`src/rtl/cau_pkg.sv`:
```
// ----------------------------------------------------------------------------
// cau_pkg
// Shared types and codes of the complex arithmetic unit.
// ----------------------------------------------------------------------------
package cau_pkg;

   localparam int CAU_DATA_WIDTH = 16;
   localparam int CAU_FRAC_BITS  = 8;

   typedef enum logic [1:0] {
      FUNC_ADD  = 2'd0,
      FUNC_MUL  = 2'd1,
      FUNC_DIV  = 2'd2,
      FUNC_CONJ = 2'd3
   } func_type;

   typedef enum logic [1:0] {
      STATUS_OK   = 2'd0,
      STATUS_DIV0 = 2'd1,
      STATUS_SAT  = 2'd2,
      STATUS_RSVD = 2'd3
   } status_type;

   // Control that travels with an item down the pipeline
   typedef struct packed {
      logic     valid;
      func_type func;
      logic     div_zero;
      logic     neg_re;
      logic     neg_im;
      logic     ovf_re;
      logic     ovf_im;
      logic     sat;
   } ctrl_type;

endpackage

```
`src/rtl/cau_div_cell.sv`:
```
// ----------------------------------------------------------------------------
// cau_div_cell
// One quotient bit of the real and imaginary divisions per cell; the rest of
// the item rides along.
// ----------------------------------------------------------------------------
module cau_div_cell import cau_pkg::*; #(
   parameter int DATA_WIDTH = CAU_DATA_WIDTH,
   parameter int FRAC_BITS  = CAU_FRAC_BITS
) (
   input  logic                                clock,
   input  logic                                reset,
   input  ctrl_type                            ctl_in,
   input  logic [2*DATA_WIDTH-1:0]             den_in,
   input  logic [3*DATA_WIDTH-1:0]             rem_re_in,
   input  logic [3*DATA_WIDTH-1:0]             rem_im_in,
   input  logic [DATA_WIDTH+FRAC_BITS:0]       q_re_in,
   input  logic [DATA_WIDTH+FRAC_BITS:0]       q_im_in,
   input  logic [DATA_WIDTH-1:0]               pass_re_in,
   input  logic [DATA_WIDTH-1:0]               pass_im_in,
   output ctrl_type                            ctl_out,
   output logic [2*DATA_WIDTH-1:0]             den_out,
   output logic [3*DATA_WIDTH-1:0]             rem_re_out,
   output logic [3*DATA_WIDTH-1:0]             rem_im_out,
   output logic [DATA_WIDTH+FRAC_BITS:0]       q_re_out,
   output logic [DATA_WIDTH+FRAC_BITS:0]       q_im_out,
   output logic [DATA_WIDTH-1:0]               pass_re_out,
   output logic [DATA_WIDTH-1:0]               pass_im_out
);

   localparam int DW = DATA_WIDTH;
   localparam int RW = 3*DATA_WIDTH;
   localparam int NQ = DATA_WIDTH + FRAC_BITS + 1;

   logic [RW-1:0] dsh;
   logic [RW:0]   r2_re, r2_im, d_re, d_im;
   logic          ge_re, ge_im;
   logic [RW-1:0] rem_re_in_n, rem_im_in_n;

   // double the remainder, subtract the shifted divisor where it fits
   always_comb begin
      dsh   = {den_in, {DW{1'b0}}};
      r2_re = {rem_re_in, 1'b0};
      r2_im = {rem_im_in, 1'b0};
      ge_re = r2_re >= {1'b0, dsh};
      ge_im = r2_im >= {1'b0, dsh};
      d_re  = r2_re - {1'b0, dsh};
      d_im  = r2_im - {1'b0, dsh};
      rem_re_in_n = ge_re ? d_re[RW-1:0] : r2_re[RW-1:0];
      rem_im_in_n = ge_im ? d_im[RW-1:0] : r2_im[RW-1:0];
   end

   ctrl_type      ctl_ff;
   logic [2*DW-1:0] den_ff;
   logic [RW-1:0] rem_re_ff, rem_im_ff;
   logic [NQ-1:0] q_re_ff, q_im_ff;
   logic [DW-1:0] pass_re_ff, pass_im_ff;

   always_ff @(posedge clock) begin
      if (reset) begin
         ctl_ff <= '0;
      end else begin
         ctl_ff <= ctl_in;
      end
      den_ff     <= den_in;
      rem_re_ff  <= rem_re_in_n;
      rem_im_ff  <= rem_im_in_n;
      q_re_ff    <= {q_re_in[NQ-2:0], ge_re};
      q_im_ff    <= {q_im_in[NQ-2:0], ge_im};
      pass_re_ff <= pass_re_in;
      pass_im_ff <= pass_im_in;
   end

   assign ctl_out     = ctl_ff;
   assign den_out     = den_ff;
   assign rem_re_out  = rem_re_ff;
   assign rem_im_out  = rem_im_ff;
   assign q_re_out    = q_re_ff;
   assign q_im_out    = q_im_ff;
   assign pass_re_out = pass_re_ff;
   assign pass_im_out = pass_im_ff;

endmodule

```
`config.mk`:
```
export PLATFORM = sky130hd
export DESIGN_NAME = cau_div_cell
export DESIGN_NICKNAME = d
export VERILOG_FILES = /design/src/rtl/cau_pkg.sv /design/src/rtl/cau_div_cell.sv
export SDC_FILE = /design/constraint.sdc
export NUM_CORES = 1
export LEC_CHECK = 0
export ABC_AREA = 0
export BUFFER_PORTS_ARGS = -buffer_cell sky130_fd_sc_hd__buf_4
export CELL_PAD_IN_SITES_DETAIL_PLACEMENT = 1
export CELL_PAD_IN_SITES_GLOBAL_PLACEMENT = 1
export CORE_AREA = 2 2 171 173
export DETAILED_ROUTE_END_ITERATION = 10
export DIE_AREA = 0 0 173 175
export GPL_TIMING_DRIVEN = 0
export PLACE_DENSITY_LB_ADDON = 0.1
export SYNTH_ARGS = -nofsm -noshare
export SYNTH_HDL_FRONTEND = slang
export SYNTH_SLANG_ARGS = --single-unit
```
`constraint.sdc`:
```
create_clock -name clock -period 3.3 [get_ports clock]
set_input_delay 0.33 -clock clock [delete_from_list [all_inputs] [get_ports clock]]
set_output_delay 0.33 -clock clock [all_outputs]
set_load 0.005 [all_outputs]
```
Word-level counts from Yosys, hierarchy flattened:

Cells that the tools add are included.

* $add $sub $neg: 2
* $mul: 0
* div/mod/pow operators: 0
* order comparisons: 2
* equal/unequal tests: 0
* shift operators: 0
* muxes and demuxes: 2
* bitwise logic cells: 0
* reduce and logical (&&, ||, !) cells: 0

Operators by type and width (number)
* greater-or-equal comparator 49 x 48 -> 1 bit: 2
* 2-to-1 mux 48 bit: 2
* subtractor 48 bit: 2

* bits in registers: 219
* bits in latches: 0
* bits in writable memories: 0
* bits in read-only memories: 0
* input bits: 221
* output and inout bits: 219
* logic and storage cells: 23
* memories kept: 0

Depth between registers and ports, before layout:

Gate-level depths: netlist of run 1.

* word-level depth: 2
* mapped depth: 13
* gate-level depth less buffers: 11

Worst setup path before layout of run 1:

No wires, ideal clock.

* path kind: input-to-reg
* start: input port den_in[10]
* end: register rem_re_ff[20] (netlist: rem_re_out[20])
* library setup time: 0.121 ns
* data arrival time: 2.509 ns
* required time: 3.179 ns
* path slack: 0.670 ns
* stages on the path: 11
* buffers on the path: 1
* cell sequence: inv_1 > ha_1 > a21oi_2 > o21ai_1 > a221oi_2 > a21oi_1 > o31a_1 > o21ai_1 > nand2_2 > buf_6 > mux2_4

* longest elaborated chain between the ends: 2

Ends and longest elaborated chain
* start: declaration: RTL line cau_div_cell.sv:13 `input logic [2*DATA_WIDTH-1:0] den_in,`
* greater-or-equal comparator 49 x 48 -> 1 bit: RTL line cau_div_cell.sv:44 `ge_re = r2_re >= {1'b0, dsh};`
* 2-to-1 mux 48 bit: RTL line cau_div_cell.sv:48 `rem_re_in_n = ge_re ? d_re[RW-1:0] : r2_re[RW-1:0];`
* named net rem_re_in_n[20]: RTL line cau_div_cell.sv:37 `logic [RW-1:0] rem_re_in_n, rem_im_in_n;`
* end signal: assignment: RTL line cau_div_cell.sv:65 `rem_re_ff <= rem_re_in_n;`
* end: declaration: RTL line cau_div_cell.sv:54 `logic [RW-1:0] rem_re_ff, rem_im_ff;`

The timed path passes the listed nets, and every way through them passes these cells.
A chain may end at the register's enable or synchronous reset.

Final worst setup path of run 1:

* start: input port den_in[11]
* end: register rem_re_ff[34] (netlist: rem_re_out[34])

* longest elaborated chain between the ends: 2
* elaborated cells between the ends (all ways): 3
* those cells by class: 1 x add/sub; 1 x order compare; 1 x mux

Ends and longest elaborated chain (RTL line)
* subtractor 48 bit or greater-or-equal comparator 49 x 48 -> 1 bit (tied branches): cau_div_cell.sv:46, cau_div_cell.sv:44
* 2-to-1 mux 48 bit *: cau_div_cell.sv:48
* named net rem_re_in_n[34]: cau_div_cell.sv:37

Mark *: on every way through the listed nets, which the timed path passes. The rest lies on a longest branch.

==> results.txt, run 1 <==
----------------------------------------------------
[Status]
  Outcome ... finished, final reports clean

[Worst setup path]
  Worst setup path category ... in -> reg
  Critical Path AT ... between 3000 and 4000 ps
  Critical path required time ... between 3000 and 4000 ps
  Critical path launch point ... den_in[11]
  Critical path capture point type ... flip-flop
  Startpoint class of the critical path ... input pin
  Maximum fanout along the worst path ... 10

[Global route]
  Largest net degree at the start of global routing ... 14
  Global-route wire length before repair ... between 50000 and 60000 µm
  Global route total overflow ... 0
  Overall fraction of global-route tracks in use ... 0.2572
  Number of antenna violations at the first check in global routing ... 1
  Via count of the first global-routing pass ... a little under 10000

[Clock tree]
  Number of buffers inserted to repair setup after CTS ... 0
  Clock transition at path regs ... ~60 ps
  Clock H-tree levels ... 1
  Total clock buffers created by CTS ... 25
  Maximum number of buffers from clock root to sink ... 3
  Number of sinks on the clock net ... 217
  Clock tree from TritonCTS ... done
  Cell at the root of the clock tree ... sky130_fd_sc_hd__clkbuf_16

[Timing]
  Number of hold violations in the final report ... 0
  Unrepaired setup endpoints after global routing ... false
  Max transition margin ... 0.5029
  Post-route fraction of the period consumed by the critical path ... 0.9448
  Final setup violation count ... 0
  Highest Clock Rate ... 320.7 MHz
  Slew at the pin closest to its max-slew limit ... around 740 ps
  Min cycle time layout ... 3118 ps
  Max-slew violation count ... 0

[Power]
  Max rail drop VDD ... roughly 0.00039 V
  Lkg Pwr ... between 7 and 8 nW
  Power Internal ... slightly below 6 mW
  Clock network power share ... 0.370
  Portion of total power attributed to sequential cells ... 0.378
  Switching power as a share of total power ... 0.2707
  Comb power frac ... 0.252
  Power density of the placed cells ... 517.7 nW/µm²
  Switching power ... roughly 2.1 mW

[Worst hold path]
  Hold path depth ... 3
  Worst min-delay path category ... in -> reg
  Worst hold path endpoint ... rem_im_out[39]
  Startpoint of the tightest hold check path ... rem_im_in[38]

[Finish]
  Net total in the final layout ... 1800
  Final std cell area, no fill ... approximately 15000 µm²
  Utilization after layout ... 0.5376
  Proportion of layout cells with a drive suffix above 1 ... 0.3504
  Area growth from synthesis to layout ... 70.04%

[Synth]
  Most used DFF post-synth ... sky130_fd_sc_hd__dfxtp_1
  Number of warnings issued by yosys ... 0
  Proportion of register bits with asynchronous set or reset after synthesis ... 0
  Cell count after synthesis ... a little under 900
  Netlist area before placement ... between 8000 and 9000 µm²
  Avg Inst Size Synth ... between 10 and 15 µm²
  Fraction of the yosys area taken by sequential cells ... 0.4840
  Count of distinct cell types in the synthesized netlist ... just over 70
  Number of synthesized register bits ... 217
  Post-synth EDFFs ... 0

[Placement]
  HPWL after detailed placement ... about 28000 µm
  Number of buffers added on ports ... 435
  Routability congestion estimate ... 0.8376
  Post-place instance area ... around 13000 µm²

[Drt]
  DRT iter0 DRCs ... 380
  Antenna Nets Post-Route ... 0
  DRT Wirelength ... about 40000 µm
  Detailed Routing Iterations Pass 1 ... 4
  DR vias ... 9044
  Average via count per standard cell ... between 4 and 5
  Routed length per instance ... roughly 21 µm
  Drc violations ... 0

[Die]
  Site Rows ... 62
  Width of the die ... 173 µm
  Initial core utilization ... 0.3161
  Die Ht ... 175 µm
  Core area ... around 28000 µm²
  Ports ... 440
  Total die area ... about 30000 µm²

[Job]
  Max capacitance violation total ... 0

----------------------------------------------------
worst max path at each step:
stage,cells past startpoint,endpoint
after floorplan,11,rem_re_out[20]
after global placement,11,rem_im_out[26]
after detailed placement,13,rem_im_out[45]
after CTS,12,rem_re_out[34]
after global routing,14,rem_im_out[45]
final,12,rem_re_out[34]
logic make-up (layout without fill, tap and decap cells):
kind of cell	after synthesis	in the layout	synth area share
buffers and inverters	72	713	0.03457
flip-flops	217	217	0.4840
AND/OR/NAND/NOR	222	222	0.1200
XOR/XNOR	45	45	0.04391
multiplexers	33	33	0.05199
adder cells (fa/ha/maj)	66	66	0.09367
other	1	3	0.0004178
AO/OA/AOI/OAI	229	229	0.1715
cells in the final DEF (no fill, tap or decap), types with 8 or more instances in the layout:
cell,synthesis,layout
sky130_fd_sc_hd__a21o_1,36,36
sky130_fd_sc_hd__a21oi_1,55,54
sky130_fd_sc_hd__buf_4,3,438
sky130_fd_sc_hd__clkbuf_1,8,10
sky130_fd_sc_hd__clkbuf_16,0,25
sky130_fd_sc_hd__dfxtp_1,217,217
sky130_fd_sc_hd__dlygate4sd3_1,0,165
sky130_fd_sc_hd__ha_1,64,64
sky130_fd_sc_hd__inv_1,53,53
sky130_fd_sc_hd__mux2_4,26,26
sky130_fd_sc_hd__nand2_1,73,73
sky130_fd_sc_hd__nand3_1,19,19
sky130_fd_sc_hd__nand4_1,12,12
sky130_fd_sc_hd__nor2_1,45,45
sky130_fd_sc_hd__nor2b_1,14,14
sky130_fd_sc_hd__nor3_1,17,17
sky130_fd_sc_hd__o211ai_1,8,8
sky130_fd_sc_hd__o21a_1,12,12
sky130_fd_sc_hd__o21ai_0,48,48
sky130_fd_sc_hd__o31ai_1,10,10
sky130_fd_sc_hd__xnor2_1,28,28
sky130_fd_sc_hd__xor2_1,17,17
timing repair:
action,4_1_cts,5_1_grt
hold buffers,165,0
endpoints found under the setup margin,0,60
endpoints found under the hold margin,165,0
resized for setup,0,7
layout make-up:
type                            count  area [µm²]
Sequential cell                   217        4344
Clock buffer                       32       691.9
Multi-Input combinational cell    597        4347
Buffer                             19       112.6
Inverter                           53       198.9
Antenna cell                        1       2.502
Tap cell                          384       480.5
Timing Repair Buffer              600        4917
Fill cell                        3193       13130
Clock inverter                      9       168.9
flip-flops by register name, indices dropped and copies added, names as in the netlist:
| register | count |
|---|---|
| rem_im_out | 47 |
| pass_re_out | 16 |
| den_out | 32 |
| q_im_out | 25 |
| pass_im_out | 16 |
| ctl_out | 9 |
| q_re_out | 25 |
| rem_re_out | 47 |
worst max-delay path, cell delays in order:
cell and delay, ps:
sky130_fd_sc_hd__dlygate4sd3_1 530, sky130_fd_sc_hd__buf_4 120, sky130_fd_sc_hd__inv_1 60, sky130_fd_sc_hd__ha_1 360, sky130_fd_sc_hd__and2_1 210, sky130_fd_sc_hd__a221oi_2 330
sky130_fd_sc_hd__a21oi_2 150, sky130_fd_sc_hd__o31a_1 430, sky130_fd_sc_hd__o21ai_1 230, sky130_fd_sc_hd__nand2_2 200, sky130_fd_sc_hd__buf_6 240, sky130_fd_sc_hd__mux2_4 320
cells in the mapped netlist, types with 6 or more instances:
master / count / area share
sky130_fd_sc_hd__a21o_1: 36 / 0.030
sky130_fd_sc_hd__a21oi_1: 55 / 0.031
sky130_fd_sc_hd__and3_1: 7 / 0.0049
sky130_fd_sc_hd__clkbuf_1: 8 / 0.0033
sky130_fd_sc_hd__dfxtp_1: 217 / 0.48
sky130_fd_sc_hd__ha_1: 64 / 0.089
sky130_fd_sc_hd__inv_1: 53 / 0.022
sky130_fd_sc_hd__mux2_4: 26 / 0.043
sky130_fd_sc_hd__nand2_1: 73 / 0.031
sky130_fd_sc_hd__nand2b_1: 6 / 0.0042
sky130_fd_sc_hd__nand3_1: 19 / 0.011
sky130_fd_sc_hd__nand4_1: 12 / 0.0084
sky130_fd_sc_hd__nor2_1: 45 / 0.019
sky130_fd_sc_hd__nor2b_1: 14 / 0.0098
sky130_fd_sc_hd__nor3_1: 17 / 0.0095
sky130_fd_sc_hd__nor4_1: 7 / 0.0049
sky130_fd_sc_hd__o211ai_1: 8 / 0.0067
sky130_fd_sc_hd__o21a_1: 12 / 0.010
sky130_fd_sc_hd__o21ai_0: 48 / 0.027
sky130_fd_sc_hd__o21bai_1: 7 / 0.0059
sky130_fd_sc_hd__o31ai_1: 10 / 0.0084
sky130_fd_sc_hd__xnor2_1: 28 / 0.027
sky130_fd_sc_hd__xor2_1: 17 / 0.017
metrics by stage:
step | worst slack [ps] | TNS [ps] | std cells | hold WS, ps | power, mW
after floorplan | 669.9 | 0 | 886 | 357.7 | 3.882
after global placement | -267.4 | -6979 | 1705 | 434.4 | 4.806
after detailed placement | -210.0 | -7251 | 1705 | 435.6 | 4.826
after CTS | 7.075 | 0 | 1911 | 4.253 | 7.938
after global routing | 10.04 | 0 | 1911 | 22.09 | 8.269
final | 182.0 | 0 | 1912 | 27.05 | 7.901
layer usage:
metal / global-route usage / wire [µm] / vias to the layer above
met5: 0 / 0 / -
met1: 0.2906 / 15470 / 4274
met3: 0.05157 / 2208 / 73
met2: 0.4722 / 20580 / 299
li1: - / - / 4398
met4: 0.1049 / 1678 / 0
power groups by stage:
stage | clock, mW | combinational (mW) | sequential (mW)
floorplan | 0 | 0.820 | 3.06
global route | 3.10 | 2.15 | 3.01
global placement | 0 | 1.78 | 3.03
detailed placement | 0 | 1.79 | 3.03
CTS | 2.99 | 1.97 | 2.98
finish | 2.92 | 1.99 | 2.99
No activity file was read; power rests on OpenSTA's default activity.
==> inputs of run 2 (changes only) <==
--- a/config.mk
+++ b/config.mk
@@ -6,7 +6,7 @@
 export NUM_CORES = 1
 export LEC_CHECK = 0
 export ABC_AREA = 0
-export BUFFER_PORTS_ARGS = -buffer_cell sky130_fd_sc_hd__buf_4
+export BUFFER_PORTS_ARGS = -buffer_cell sky130_fd_sc_hd__buf_2
 export CELL_PAD_IN_SITES_DETAIL_PLACEMENT = 1
 export CELL_PAD_IN_SITES_GLOBAL_PLACEMENT = 1
 export CORE_AREA = 2 2 171 173
==> results.txt, run 2 (synthesis results as in run 1) <==
----------------------------------------------------
[Die]
  Core area ... 28390 µm² (unchanged)
  Die Ht ... 175 µm (unchanged)
  Ports ... 440 (unchanged)
  Initial core utilization ... 0.3161 (unchanged)
  Width of the die ... 173 µm (unchanged)
  Total die area ... 30280 µm² (unchanged)
  Site Rows ... 62 (unchanged)

[Timing]
  Final setup violation count ... 0 (unchanged)
  Max-slew violation count ... 0 (unchanged)
  Post-route fraction of the period consumed by the critical path ... 0.9350 (-0.009797)
  Unrepaired setup endpoints after global routing ... false
  Slew at the pin closest to its max-slew limit ... 783.2 ps (+47.15 ps)
  Worst Slack Setup Final ... 214.4 ps (+32.33 ps)
  Number of hold violations in the final report ... 0 (unchanged)
  Min cycle time layout ... 3086 ps (-32.33 ps)
  Highest Clock Rate ... 324.1 MHz (+1.0%)
  Max transition margin ... 0.4710 (-0.03184)

[Global route]
  Global route total overflow ... 0 (unchanged)
  Number of antenna violations at the first check in global routing ... 2 (+1)
  Global-route wire length before repair ... 57190 µm (-4.6%)
  Via count of the first global-routing pass ... 9742 (+0.082%)
  Largest net degree at the start of global routing ... 14 (unchanged)
  Overall fraction of global-route tracks in use ... 0.2429 (-0.01431)

[Clock tree]
  Maximum number of buffers from clock root to sink ... 3 (unchanged)
  Clock tree from TritonCTS ... done
  Number of sinks on the clock net ... 217 (unchanged)
  Total clock buffers created by CTS ... 25 (unchanged)
  Cell at the root of the clock tree ... sky130_fd_sc_hd__clkbuf_16
  Number of buffers inserted to repair setup after CTS ... 0 (unchanged)
  Clock H-tree levels ... 1 (unchanged)
  Clock transition at path regs ... 60 ps (about the same)

[Finish]
  Multi-input logic area ... 4340 µm² (-0.14%)
  Number of fill cells in the layout ... 3402 (+6.5%)
  Proportion of layout cells with a drive suffix above 1 ... 0.3520 (+0.001650)
  Utilization after layout ... 0.4927 (-0.04486)
  Area growth from synthesis to layout ... 55.85%
  Net total in the final layout ... 1790 (-0.56%)
  Commonest cells after routing, fill and taps aside ... sky130_fd_sc_hd__buf_2, sky130_fd_sc_hd__dfxtp_1, sky130_fd_sc_hd__dlygate4sd3_1
  Area taken by flip-flops and latches ... 4344 µm² (unchanged)
  Commonest non-fill, non-tap cell in the layout ... sky130_fd_sc_hd__buf_2

[Status]
  Outcome ... finished, final reports clean

[Worst setup path]
  Startpoint class of the critical path ... input pin
  Worst setup path category ... in -> reg
  Critical path required time ... 3710 ps (about the same)
  Maximum fanout along the worst path ... 10 (unchanged)
  Critical Path AT ... 3490 ps (-40 ps)
  Critical path capture point type ... flip-flop

[Worst hold path]
  Hold path depth ... 3 (unchanged)
  Startpoint of the tightest hold check path ... rem_im_in[22]
  Worst min-delay path category ... in -> reg
  Worst hold path endpoint ... rem_im_out[23]

[Drt]
  DR vias ... 8980 (-0.71%)
  Antenna Nets Post-Route ... 0 (unchanged)
  Routed length per instance ... 19.91 µm (-4.7%)
  Average via count per standard cell ... 4.719 (-0.24%)
  DRT Wirelength ... 37880 µm (-5.1%)
  DRT iter0 DRCs ... 244 (-36%)
  Drc violations ... 0 (unchanged)
  Detailed Routing Iterations Pass 1 ... 4 (unchanged)

[Placement]
  HPWL after detailed placement ... 27530 µm (-2.8%)
  Setup slack after placement ... -316.9 ps (-106.9 ps)
  Routability congestion estimate ... 0.8185 (-2.3%)
  Number of buffers added on ports ... 435 (unchanged)

[Power]
  Lkg Pwr ... 6.905 nW (-6.1%)
  Power density of the placed cells ... 527.8 nW/µm² (+1.9%)
  Max rail drop VDD ... 0.0004172 V (+7.1%)

[Job]
  Max capacitance violation total ... 0 (unchanged)

----------------------------------------------------
==> run 2: area by class of cell <==
| type | instances | share of cell area |
|---|---|---|
| sequential | 217 | 0.3105 |
| multi-input combinational | 597 | 0.3103 |
| timing repair buffer | 590 | 0.2665 |
| clock buffer | 32 | 0.04946 |
| tap | 384 | 0.03434 |
| inverter | 53 | 0.01422 |
| buffer | 19 | 0.008049 |
| clock inverter | 9 | 0.006261 |
| antenna | 2 | 0.0003577 |
==> run 2: metrics by stage <==
stage / TNS (ps) / hold WS (ps) / cell area [µm²] / power, mW / std cells
3_3_place_gp: -10010 / 432.6 / 11640 / 4.579 / 1705
4_1_cts: 0 / 0.08232 / 13970 / 7.446 / 1901
3_5_place_dp: -9972 / 433.8 / 11640 / 4.591 / 1705
2_1_floorplan: 0 / 357.7 / 8980 / 3.882 / 886
6_report: 0 / 23.85 / 13990 / 7.383 / 1903
5_1_grt: 0 / 17.78 / 13990 / 7.758 / 1902
==> run 2: how the worst max path moves through the flow <==
stage | start | end | depth (start not counted) | slack (ps)
detailed placement | den_in[1] | rem_im_out[26] | 11 | -320
global route | den_in[18] | rem_re_out[34] | 12 | 7
finish | den_in[22] | rem_re_out[34] | 12 | 210
global placement | den_in[1] | rem_im_out[26] | 11 | -360
floorplan | den_in[10] | rem_re_out[20] | 11 | 670
CTS | den_in[26] | rem_re_out[34] | 11 | 30
==> run 2: metal layers <==
| layer | routed length [µm] | vias up | global-route usage | share of wire |
|---|---|---|---|---|
| li1 | - | 4388 | - | - |
| met1 | 14930 | 4227 | 0.2704 | 0.39 |
| met2 | 19300 | 287 | 0.4498 | 0.51 |
| met3 | 2019 | 78 | 0.05113 | 0.053 |
| met4 | 1632 | 0 | 0.09710 | 0.043 |
| met5 | 0 | - | 0 | 0 |
==> run 2: timing repair <==
item                       4_1_cts  5_1_grt
resized for setup                0        6
setup endpoints to repair        0       57
hold endpoints to repair       155        0
hold buffers                   155        0
==> run 2: where the power goes <==
| group | internal (mW) | total [mW] | switching, mW |
|---|---|---|---|
| Combinational | 0.851 | 1.74 | 0.889 |
| Clock | 1.55 | 2.67 | 1.12 |
| Sequential | 2.90 | 2.97 | 0.0720 |
==> run 2: worst max-delay path, stage by stage <==
cell                            delay, ps
sky130_fd_sc_hd__dlygate4sd3_1        540
sky130_fd_sc_hd__buf_2                130
sky130_fd_sc_hd__inv_1                150
sky130_fd_sc_hd__ha_1                 310
sky130_fd_sc_hd__a21o_1               190
sky130_fd_sc_hd__a21o_1               160
sky130_fd_sc_hd__a21oi_1              450
sky130_fd_sc_hd__o21ai_0              240
sky130_fd_sc_hd__o21ai_1              230
sky130_fd_sc_hd__nand2_2              200
sky130_fd_sc_hd__buf_6                230
sky130_fd_sc_hd__mux2_4               320
==> inputs of run 3 (changes only) <==
--- a/config.mk
+++ b/config.mk
@@ -6,13 +6,14 @@
 export NUM_CORES = 1
 export LEC_CHECK = 0
 export ABC_AREA = 0
-export BUFFER_PORTS_ARGS = -buffer_cell sky130_fd_sc_hd__buf_2
 export CELL_PAD_IN_SITES_DETAIL_PLACEMENT = 1
 export CELL_PAD_IN_SITES_GLOBAL_PLACEMENT = 1
-export CORE_AREA = 2 2 171 173
+export CORE_AREA = 2 2 172 174
 export DETAILED_ROUTE_END_ITERATION = 10
-export DIE_AREA = 0 0 173 175
+export DIE_AREA = 0 0 174 176
+export DONT_BUFFER_PORTS = 1
 export GPL_TIMING_DRIVEN = 0
+export MAX_ROUTING_LAYER = met4
 export PLACE_DENSITY_LB_ADDON = 0.1
 export SYNTH_ARGS = -nofsm -noshare
 export SYNTH_HDL_FRONTEND = slang
==> results.txt, run 3 (synthesis results as in run 1) <==
----------------------------------------------------
[Worst setup path]
  Critical Path AT ... 3430 ps (-60 ps)
  Maximum fanout along the worst path ... 4 (-6)
  Critical path required time ... 3710 ps (about the same)
  Worst setup path category ... in -> reg
  Startpoint class of the critical path ... input pin
  Critical path capture point type ... flip-flop

[Clock tree]
  Number of sinks on the clock net ... 217 (unchanged)
  Clock H-tree levels ... 1 (unchanged)
  Cell at the root of the clock tree ... sky130_fd_sc_hd__clkbuf_16
  Number of instances resized during post-cts repair ... 0 (unchanged)
  Total clock buffers created by CTS ... 24 (-4.0%)
  Clock transition at path regs ... 60 ps (about the same)
  Clock tree from TritonCTS ... done
  Maximum number of buffers from clock root to sink ... 3 (unchanged)

[Global route]
  Global-route wire length before repair ... 52660 µm (-7.9%)
  Via count of the first global-routing pass ... 8299 (-15%)
  Largest net degree at the start of global routing ... 14 (unchanged)
  Overall fraction of global-route tracks in use ... 0.2315 (-0.01135)
  Global route total overflow ... 0 (unchanged)
  Number of antenna violations at the first check in global routing ... 0 (-2)

[Timing]
  Worst Slack Setup Final ... 272.8 ps (+58.45 ps)
  Max transition margin ... 0.4405 (-0.03058)
  Min cycle time layout ... 3027 ps (-58.45 ps)
  Number of hold violations in the final report ... 0 (unchanged)
  Highest Clock Rate ... 330.3 MHz (+1.9%)
  Slew at the pin closest to its max-slew limit ... 828.5 ps (+45.28 ps)
  Post-route fraction of the period consumed by the critical path ... 0.9173 (-0.01771)
  Final setup violation count ... 0 (unchanged)
  Unrepaired setup endpoints after global routing ... false
  Max-slew violation count ... 0 (unchanged)

[Drt]
  Detailed Routing Iterations Pass 1 ... 4 (unchanged)
  Drc violations ... 0 (unchanged)
  Routed length per instance ... 23.22 µm (+17%)
  DR vias ... 7553 (-16%)
  Average via count per standard cell ... 4.953 (+5.0%)
  DRT Wirelength ... 35410 µm (-6.5%)
  DRT iter0 DRCs ... 240 (-1.6%)
  Antenna Nets Post-Route ... 0 (unchanged)

[Die]
  Width of the die ... 174 µm (+0.58%)
  Total die area ... 30620 µm² (+1.2%)
  Initial core utilization ... 0.3144 (-0.001718)
  Site Rows ... 62 (unchanged)
  Core area ... 28550 µm² (+0.55%)
  Ports ... 440 (unchanged)
  Die Ht ... 176 µm (+0.57%)

[Status]
  Outcome ... finished, final reports clean

[Finish]
  Proportion of layout cells with a drive suffix above 1 ... 0.08326 (-0.2688)
  Net total in the final layout ... 1413 (-21%)
  Antenna diode instance count ... 0 (-2)
  Commonest cells after routing, fill and taps aside ... sky130_fd_sc_hd__dfxtp_1, sky130_fd_sc_hd__dlygate4sd3_1, sky130_fd_sc_hd__nand2_1
  Commonest non-fill, non-tap cell in the layout ... sky130_fd_sc_hd__dfxtp_1
  Number of fill cells in the layout ... 3213 (-5.6%)
  Area growth from synthesis to layout ... 37.96%
  Final cell count without fillers ... 1525 (-20%)

[Power]
  Power density of the placed cells ... 566.7 nW/µm² (+7.4%)
  Lkg Pwr ... 5.423 nW (-21%)
  Max rail drop VDD ... 0.0003403 V (-18%)

[Worst hold path]
  Worst min-delay path category ... in -> reg
  Worst hold path endpoint ... rem_re_out[17]
  Hold path depth ... 2 (-1)
  Startpoint of the tightest hold check path ... rem_re_in[16]

[Placement]
  Routability congestion estimate ... 0.8021 (-2.0%)
  Setup slack after placement ... -188.3 ps (+128.6 ps)
  HPWL after detailed placement ... 25420 µm (-7.7%)
  Number of buffers added on ports ... 0 (-100%)
  Placed Instances ... 1270 (-26%)

[Job]
  Max capacitance violation total ... 0 (unchanged)

----------------------------------------------------
[run 3: worst max-delay path: stages]
cell and delay (ps):
sky130_fd_sc_hd__dlygate4sd3_1 550, sky130_fd_sc_hd__inv_1 90, sky130_fd_sc_hd__ha_1 240, sky130_fd_sc_hd__fa_1 250
sky130_fd_sc_hd__nor2b_1 80, sky130_fd_sc_hd__o31a_1 280, sky130_fd_sc_hd__o211ai_1 330, sky130_fd_sc_hd__a21oi_1 190
sky130_fd_sc_hd__o41ai_1 480, sky130_fd_sc_hd__o31ai_1 170, sky130_fd_sc_hd__xor2_1 170, sky130_fd_sc_hd__mux2_4 270
[run 3: final cells by class]
type	count	area, µm²	share of cell area
inverter	53	198.9	0.01607
timing repair buffer	214	2142	0.1730
tap	384	480.5	0.03880
multi-input combinational	597	4325	0.3493
clock inverter	9	88.84	0.007174
sequential	217	4344	0.3508
clock buffer	32	691.9	0.05588
buffer	19	111.4	0.008993
[run 3: repair_timing]
action                    in CTS  in global routing
hold buffers                 214                  0
setup buffers                  0                  0
hold endpoints to repair     213                  0
[run 3: power breakdown]
part / internal (mW) / switching (mW)
sequential: 2.90 / 0.195
combinational: 0.634 / 0.656
clock: 1.55 / 1.08
total: 5.09 / 1.93
[run 3: worst max path at each step]
stage	from	slack, ps	end	cells after the start
after floorplan	den_in[10]	670	rem_re_out[20]	11
after global placement	den_in[3]	-240	rem_im_out[26]	10
after detailed placement	den_in[3]	-190	rem_im_out[26]	10
after CTS	rem_re_in[15]	290	rem_re_out[34]	11
after global routing	rem_re_in[15]	90	rem_re_out[42]	12
final	rem_re_in[15]	270	rem_re_out[42]	12
[run 3: routing by layer]
metal  track usage  routed length (µm)  vias to the layer above
li1              -                   -                     3631
met5             -                   0                        -
met1        0.2612               14200                     3605
met4       0.06898                1015                        0
met3       0.04651                2015                       50
met2        0.4145               18180                      267
[run 3: metrics by stage]
stage / util / area, µm² / TNS, ps / power (mW) / hold WS [ps]
global route: 0.4338 / 12380 / 0 / 7.353 / 54.52
CTS: 0.4338 / 12380 / 0 / 7.096 / 20.50
floorplan: - / 8980 / 0 / 3.882 / 357.7
finish: 0.4338 / 12380 / 0 / 7.017 / 31.51
detailed placement: 0.3314 / 9460 / -2871 / 4.221 / 357.8
global placement: 0.3314 / 9460 / -3789 / 4.224 / 357.8
